--- config.mk ---
export PLATFORM = sky130hd
export DESIGN_NAME = mhpq_cmp
export DESIGN_NICKNAME = d
export VERILOG_FILES = /design/src/hdl/mhpq_pkg.sv /design/src/hdl/mhpq_cmp.sv
export SDC_FILE = /design/constraint.sdc
export NUM_CORES = 1
export LEC_CHECK = 0
export ABC_CLOCK_PERIOD_IN_PS = 1800
export CAP_MARGIN = 20
export CORE_ASPECT_RATIO = 1.75
export CORE_MARGIN = 2
export CORE_UTILIZATION = 35
export DETAILED_ROUTE_END_ITERATION = 12
export DONT_BUFFER_PORTS = 1
export PLACE_DENSITY = 0.51
export SYNTH_ARGS = -nofsm -noshare
export SYNTH_HDL_FRONTEND = slang
export SYNTH_SLANG_ARGS = --single-unit
--- constraint.sdc ---
create_clock -name vclk -period 1.8
set_clock_uncertainty 0.05 [all_clocks]
set_input_delay 0.27 -clock vclk [all_inputs]
set_output_delay 0.27 -clock vclk [all_outputs]
set_load 0.02 [all_outputs]
--- src/hdl/mhpq_pkg.sv ---
// Shared types and codes for the max-heap priority queue.
package mhpq_pkg;

    localparam int unsigned DATA_W = 32;
    localparam int unsigned CNT_W  = 11;

    typedef enum logic {
        OP_PUSH = 1'b0,
        OP_POP  = 1'b1
    } t_opcode;

    typedef enum logic [1:0] {
        ST_DONE  = 2'd0,
        ST_EMPTY = 2'd1,
        ST_FULL  = 2'd2
    } t_status;

    typedef struct packed {
        t_opcode                   opcode;
        logic signed [DATA_W-1:0]  push_value;
    } t_cmd;

    typedef struct packed {
        t_status                   status;
        logic signed [DATA_W-1:0]  popped_value;
        logic [CNT_W-1:0]          entry_count;
    } t_result;

    typedef enum logic [3:0] {
        S_IDLE,
        S_UP_RD,
        S_UP_CMP,
        S_POP_RD,
        S_POP_LAST,
        S_POP_LOAD,
        S_DN_L,
        S_DN_R,
        S_DN_PICK,
        S_DN_MOVE,
        S_DONE
    } t_state;

endpackage

--- src/hdl/mhpq_cmp.sv ---
// Shared signed greater-than unit used by both sift directions.
module mhpq_cmp
    import mhpq_pkg::*;
(
    input  logic signed [DATA_W-1:0] i_a,
    input  logic signed [DATA_W-1:0] i_b,
    output logic                     o_gt
);

    assign o_gt = (i_a > i_b);

endmodule

==> impl_metrics.tcl, run 1 <==
set metrics [dict create \
    outcome "finished with violations" \
    failed_checks "negative setup slack" \
    num_vias 825 \
    timing.final.max_slew_violations 0 \
    worstSetupStartpointType "input port" \
    netlist.top_cell.by_area "ha_1" \
    portion_of_total_power_attributed_to_sequential_cells 0 \
    top_cells_by_instance_count_after_synthesis "32 x ha_1, 32 x inv_1, 11 x a21oi_1" \
    first_global_vias 822 \
    remaining_drc_errors 0 \
    global_route_overflow 0 \
    post_synth_inst_count 113 \
    cell_internal_pwr_uw 121 \
    worstPathMaxFanout 3 \
    synth_area_leaders "ha_1 50%, inv_1 15%, a21oi_1 6.8%, nand4_1 5.4%, a21o_1 3.7%" \
    initial_utilization 0.358 \
    clock_buffers 0 \
    switchingPower_uw 104 \
    die_area_sq_um 2710 \
    postCtsSetupBuffers 0 \
    areaGrowthSynthToFinish_pct 38.6 \
    timing_worst_slew_pin_value_ns 0.287 \
    detail_route.first_pass.iterations 2 \
    yosys_warnings 0 \
    vdd_ir_drop_max_v 0.0000785 \
    antenna_left 0 \
    route.detailed.vias_per_inst 5.57 \
    wl_per_cell_microns 12.2 \
    p_comb_frac 1.000 \
    maxCapViolations 0 \
    core.rowCount 23 \
    drt-initial-drc-count 2 \
    diodes 0 \
    all_layer_global_routing_usage 0.138 \
    cp_data_arrival_time_ns 1.79 \
    critPathBufInv 2 \
    unrepaired_setup_endpoints_after_global_routing "true" \
    timing.max_slew.rel_slack 0.807 \
    number_of_different_library_cells_in_the_post_synthesis_netlist 19 \
    cellPowerDensity_nw_per_um2 202 \
    synth_top_area_frac 0.498 \
    die-width_microns 40.2 \
    p_total_uw 226 \
    final-hold-violation-count 0 \
    die_h_microns 67.4 \
    sequential_cell_area_sq_um 0 \
    slowest_cell_delay_on_critical_path_ns 0.31 \
    number_of_nets_in_the_layout 221 \
    place_hpwl_microns 1820 \
    tns_ns -0.306 \
    period_share 1.17 \
    place.port_buffers 0 \
    seq_cells 0 \
    synth.net_count 209 \
    hold_class "in2out" \
    cpLargestDelayFamily "compound AO/OA/AOI/OAI gates" \
    setup_slack_ns -0.306 \
    finalCriticalPeriod_ns 2.11 \
    post_synth_instance_area_sq_um 805 \
    critical_path.endpoint_type "output pin" \
    power.switching_fraction 0.462 \
    io_pins 65 \
    setup.worst_path.class "in2out" \
    wire_length_of_the_first_global_routing_pass_microns 2840 \
    cp.required_ns 1.48 \
    gpl.final_weighted_congestion 0.600 \
    cp_slowest_cell "a221o_1" \
    syn_area_per_cell_sq_um 7.12 \
    grt_antenna_before_repair 0 \
    grt_max_degree 4 \
    ys_seq_area_frac 0 \
    detail_route.wirelength_microns 1810 \
    crit_path_cell_trace "inv_2 > ha_4 > nand4_1 > nor2_1 > a221o_1 > o31ai_2 > o2111ai_2 > mux2i_2 > buf_4" \
    peak_freq_ghz 0.475 \
    static-leakage-power_nw 0.555 \
    report.final.setup_viol 1 \
    drive_above_1_share 0.333 \
    fp.coreArea_sq_um 2240 \
    share_clk_of_total_power 0 \
    num-fill-cells 230 \
]
==> layer usage <==
metal | up-vias | global-route usage | part of all wire
li1 | 414 | - | -
met1 | 376 | 0.111 | 0.31
met2 | 35 | 0.317 | 0.61
met3 | 0 | 0.0197 | 0.078
met4 | 0 | 0 | 0
met5 | - | 0 | 0
==> layout make-up <==
| class | instances | area, sq um | share of cell area |
|---|---|---|---|
| Inverter | 32 | 148 | 0.132 |
| Multi-Input combinational cell | 81 | 861 | 0.772 |
| Timing Repair Buffer | 10 | 75.1 | 0.0673 |
| Tap cell | 25 | 31.3 | 0.0281 |
==> metrics by stage <==
step | hold WS, ns | setup WS [ns] | std cells | instance area, sq um | util
2_1_floorplan | 0.780 | -0.178 | 113 | 997 | -
3_3_place_gp | 0.942 | -0.316 | 148 | 1100 | 0.492
3_5_place_dp | 0.951 | -0.296 | 148 | 1100 | 0.492
4_1_cts | 0.955 | -0.296 | 148 | 1100 | 0.492
5_1_grt | 0.963 | -0.403 | 148 | 1110 | 0.497
6_report | 0.946 | -0.306 | 148 | 1110 | 0.497
==> tightest hold or removal path, cell delays in order <==
cell     delay [ns]
ha_1           0.13
buf_4          0.12
mux2i_2        0.06
buf_4          0.15
==> final timing paths <==
kind | start | to | slack, ns | cells past startpoint
min | i_a[31] | o_gt | 0.95 | 4
max | i_b[15] | o_gt | -0.31 | 9
==> what timing repair did <==
item | 4_1_cts | 5_1_grt
pin swaps | 0 | 2
resized for setup | 0 | 2
setup endpoints to repair | 1 | 1
hold buffers | 0 | 0
hold endpoints to repair | 0 | 0
==> power groups by stage <==
stage,Clock (mW),Sequential [mW],Combinational (mW)
after floorplan,0,0,0.166
after global placement,0,0,0.220
after detailed placement,0,0,0.229
after CTS,0,0,0.230
after global routing,0,0,0.265
final,0,0,0.226
==> cells in the final DEF, fill, tap and decap left out, drive strengths merged, types with 2 or more instances in the layout <==
| cell | synthesis | final |
|---|---|---|
| o21ai | 4 | 4 |
| nand4 | 7 | 7 |
| inv | 32 | 32 |
| a21oi | 12 | 12 |
| nand2 | 6 | 6 |
| ha | 32 | 32 |
| a21o | 4 | 4 |
| buf | 0 | 10 |
| nand3 | 3 | 3 |
| nor4 | 2 | 2 |
| nor2 | 3 | 3 |
==> kinds of logic after synthesis <==
family / after synthesis / synth area share
adders and majority gates: 32 / 0.498
buffers and inverters: 32 / 0.149
and+or+nand+nor: 22 / 0.138
AOI/OAI and AO/OA: 26 / 0.202
muxes: 1 / 0.0124
Power figures use the tool's default switching activity.
==> inputs of run 2 (changes only) <==
--- a/config.mk
+++ b/config.mk
@@ -7,12 +7,11 @@
 export LEC_CHECK = 0
 export ABC_CLOCK_PERIOD_IN_PS = 1800
 export CAP_MARGIN = 20
-export CORE_ASPECT_RATIO = 1.75
 export CORE_MARGIN = 2
-export CORE_UTILIZATION = 35
+export CORE_UTILIZATION = 62
 export DETAILED_ROUTE_END_ITERATION = 12
 export DONT_BUFFER_PORTS = 1
-export PLACE_DENSITY = 0.51
+export PLACE_DENSITY = 0.81
 export SYNTH_ARGS = -nofsm -noshare
 export SYNTH_HDL_FRONTEND = slang
 export SYNTH_SLANG_ARGS = --single-unit
==> run 2 against run 1 <==
  * The run still ends with negative setup slack left
  * Worst setup slack worse by 0.24 ns
  * Non-clock buffer count stayed put
  * Routed wire length is 87% higher
  * Design area is 0.45% higher
  * Combinational power is 23% higher
  * Die area is 41% lower
  * Utilization is 47 points higher
  * Sequential share of layout area stayed put
  * Global-route usage is 15 points higher
  * Critical path type unchanged
  * Critical endpoint unchanged
==> impl_metrics.tcl, run 2 (synthesis gave the netlist of run 1 again) <==
set metrics [dict create \
    outcome "finished with violations" \
    failed_checks "negative setup slack" \
    die_area_sq_um 1600 \
    detail_route.wirelength_microns 3370 \
    tns_ns -0.545 \
    met1Wirelength_microns 1070 \
    drt-initial-drc-count 89 \
    timing_worst_slew_pin_value_ns 0.356 \
    areaGrowthSynthToFinish_pct 39.2 \
    num_vias 994 \
    first_global_vias 840 \
    initial_utilization 0.696 \
    diodes 0 \
    report.final.setup_viol 1 \
    global_route_overflow 0 \
    launch_instance_of_the_worst_min_delay_path "i_a[31]" \
    fp.coreArea_sq_um 1160 \
    worst_hold_path.endpoint "o_gt" \
    hold-path-cell-count 4 \
    place.port_buffers 0 \
    core.rowCount 12 \
    setup_slack_ns -0.545 \
    clock_buffers 0 \
    crit_path_cell_trace "inv_4 > ha_4 > buf_4 > a21oi_1 > a21oi_1 > o31ai_2 > o2111ai_2 > mux2i_2 > buf_4" \
    detail_route.first_pass.iterations 4 \
    timing.max_slew.rel_slack 0.761 \
    wl_per_cell_microns 24.6 \
    worstSetupStartpointType "input port" \
    setup.worst_path.class "in2out" \
    wire_length_of_the_first_global_routing_pass_microns 3180 \
    dpl_cell_area_sq_um 1080 \
    cp_data_arrival_time_ns 2.03 \
    worstPathMaxFanout 2 \
    cp.required_ns 1.48 \
    place_hpwl_microns 2090 \
    timing.final.max_slew_violations 0 \
    p_total_uw 278 \
    period_share 1.30 \
    route.detailed.vias_per_inst 7.26 \
    static-leakage-power_nw 0.570 \
    sequential_cell_area_sq_um 0 \
    drive_above_1_share 0.333 \
    detailedPlace.worstSlack_ns -0.294 \
    critical_path.endpoint_type "output pin" \
    cp_slowest_cell "a21oi_1" \
    routed-wl-met3_microns 392 \
    grt_antenna_before_repair 0 \
    antenna_left 0 \
    die_h_microns 40.0 \
    maxCapViolations 0 \
    dr.max_layer_used "met4" \
    finish.instance_area_sq_um 1120 \
    met2_length_microns 1510 \
    unrepaired_setup_endpoints_after_global_routing "true" \
    cpLargestDelayFamily "compound AO/OA/AOI/OAI gates" \
    io_pins 65 \
    slowest_cell_delay_on_critical_path_ns 0.31 \
    seq_cells 0 \
    gpl.final_weighted_congestion 0.608 \
    hold_class "in2out" \
    remaining_drc_errors 0 \
    vdd_ir_drop_max_v 0.000180 \
    layout_common_cells "21 x inv_1, 21 x ha_1, 11 x ha_4" \
    finalCriticalPeriod_ns 2.35 \
    die-width_microns 40.0 \
    final-hold-violation-count 0 \
    critPathBufInv 3 \
    grt_max_degree 4 \
    cellPowerDensity_nw_per_um2 248 \
    all_layer_global_routing_usage 0.291 \
    peak_freq_ghz 0.426 \
    number_of_nets_in_the_layout 221 \
]
## run 2: cell counts in the layout (fill, tap and decap cells not counted)
No cell type changed its count.
## run 2: layout make-up
class | count | area (sq um)
Inverter | 32 | 158
Multi-Input combinational cell | 81 | 870
Timing Repair Buffer | 10 | 75.1
Fill cell | 20 | 36.3
Tap cell | 14 | 17.5
## run 2: per-layer routing
layer,vias up,GRT usage
met5,-,0
met4,0,0.216
met3,41,0.0389
met2,107,0.597
met1,428,0.244
li1,418,-
## run 2: worst max-delay path by stage
stage / start / to / slack (ns) / depth (start not counted)
after global routing: i_b[14] / o_gt / -0.67 / 9
after detailed placement: i_b[8] / o_gt / -0.29 / 9
after global placement: i_b[15] / o_gt / -0.24 / 9
final: i_b[11] / o_gt / -0.55 / 9
after CTS: i_b[8] / o_gt / -0.30 / 9
after floorplan: i_b[14] / o_gt / -0.18 / 8
## run 2: per-stage QoR
stage,utilization,hold slack (ns),std cells
after global placement,0.936,0.939,136
after detailed placement,0.936,0.941,136
after global routing,0.969,1.05,137
after CTS,0.936,0.944,136
final,0.969,1.03,137
after floorplan,-,0.780,113
## run 2: repair_timing
action | CTS | global route
setup endpoints to repair | 1 | 1
buffers inserted | 0 | 1
pin swaps | 0 | 4
gates resized for setup | 0 | 7
hold buffers | 0 | 0
## run 2: where the power goes
part | total [mW] | internal (mW) | switching, mW
Combinational | 0.278 | 0.132 | 0.146
Clock | 0 | 0 | 0
Sequential | 0 | 0 | 0
Total | 0.278 | 0.132 | 0.146
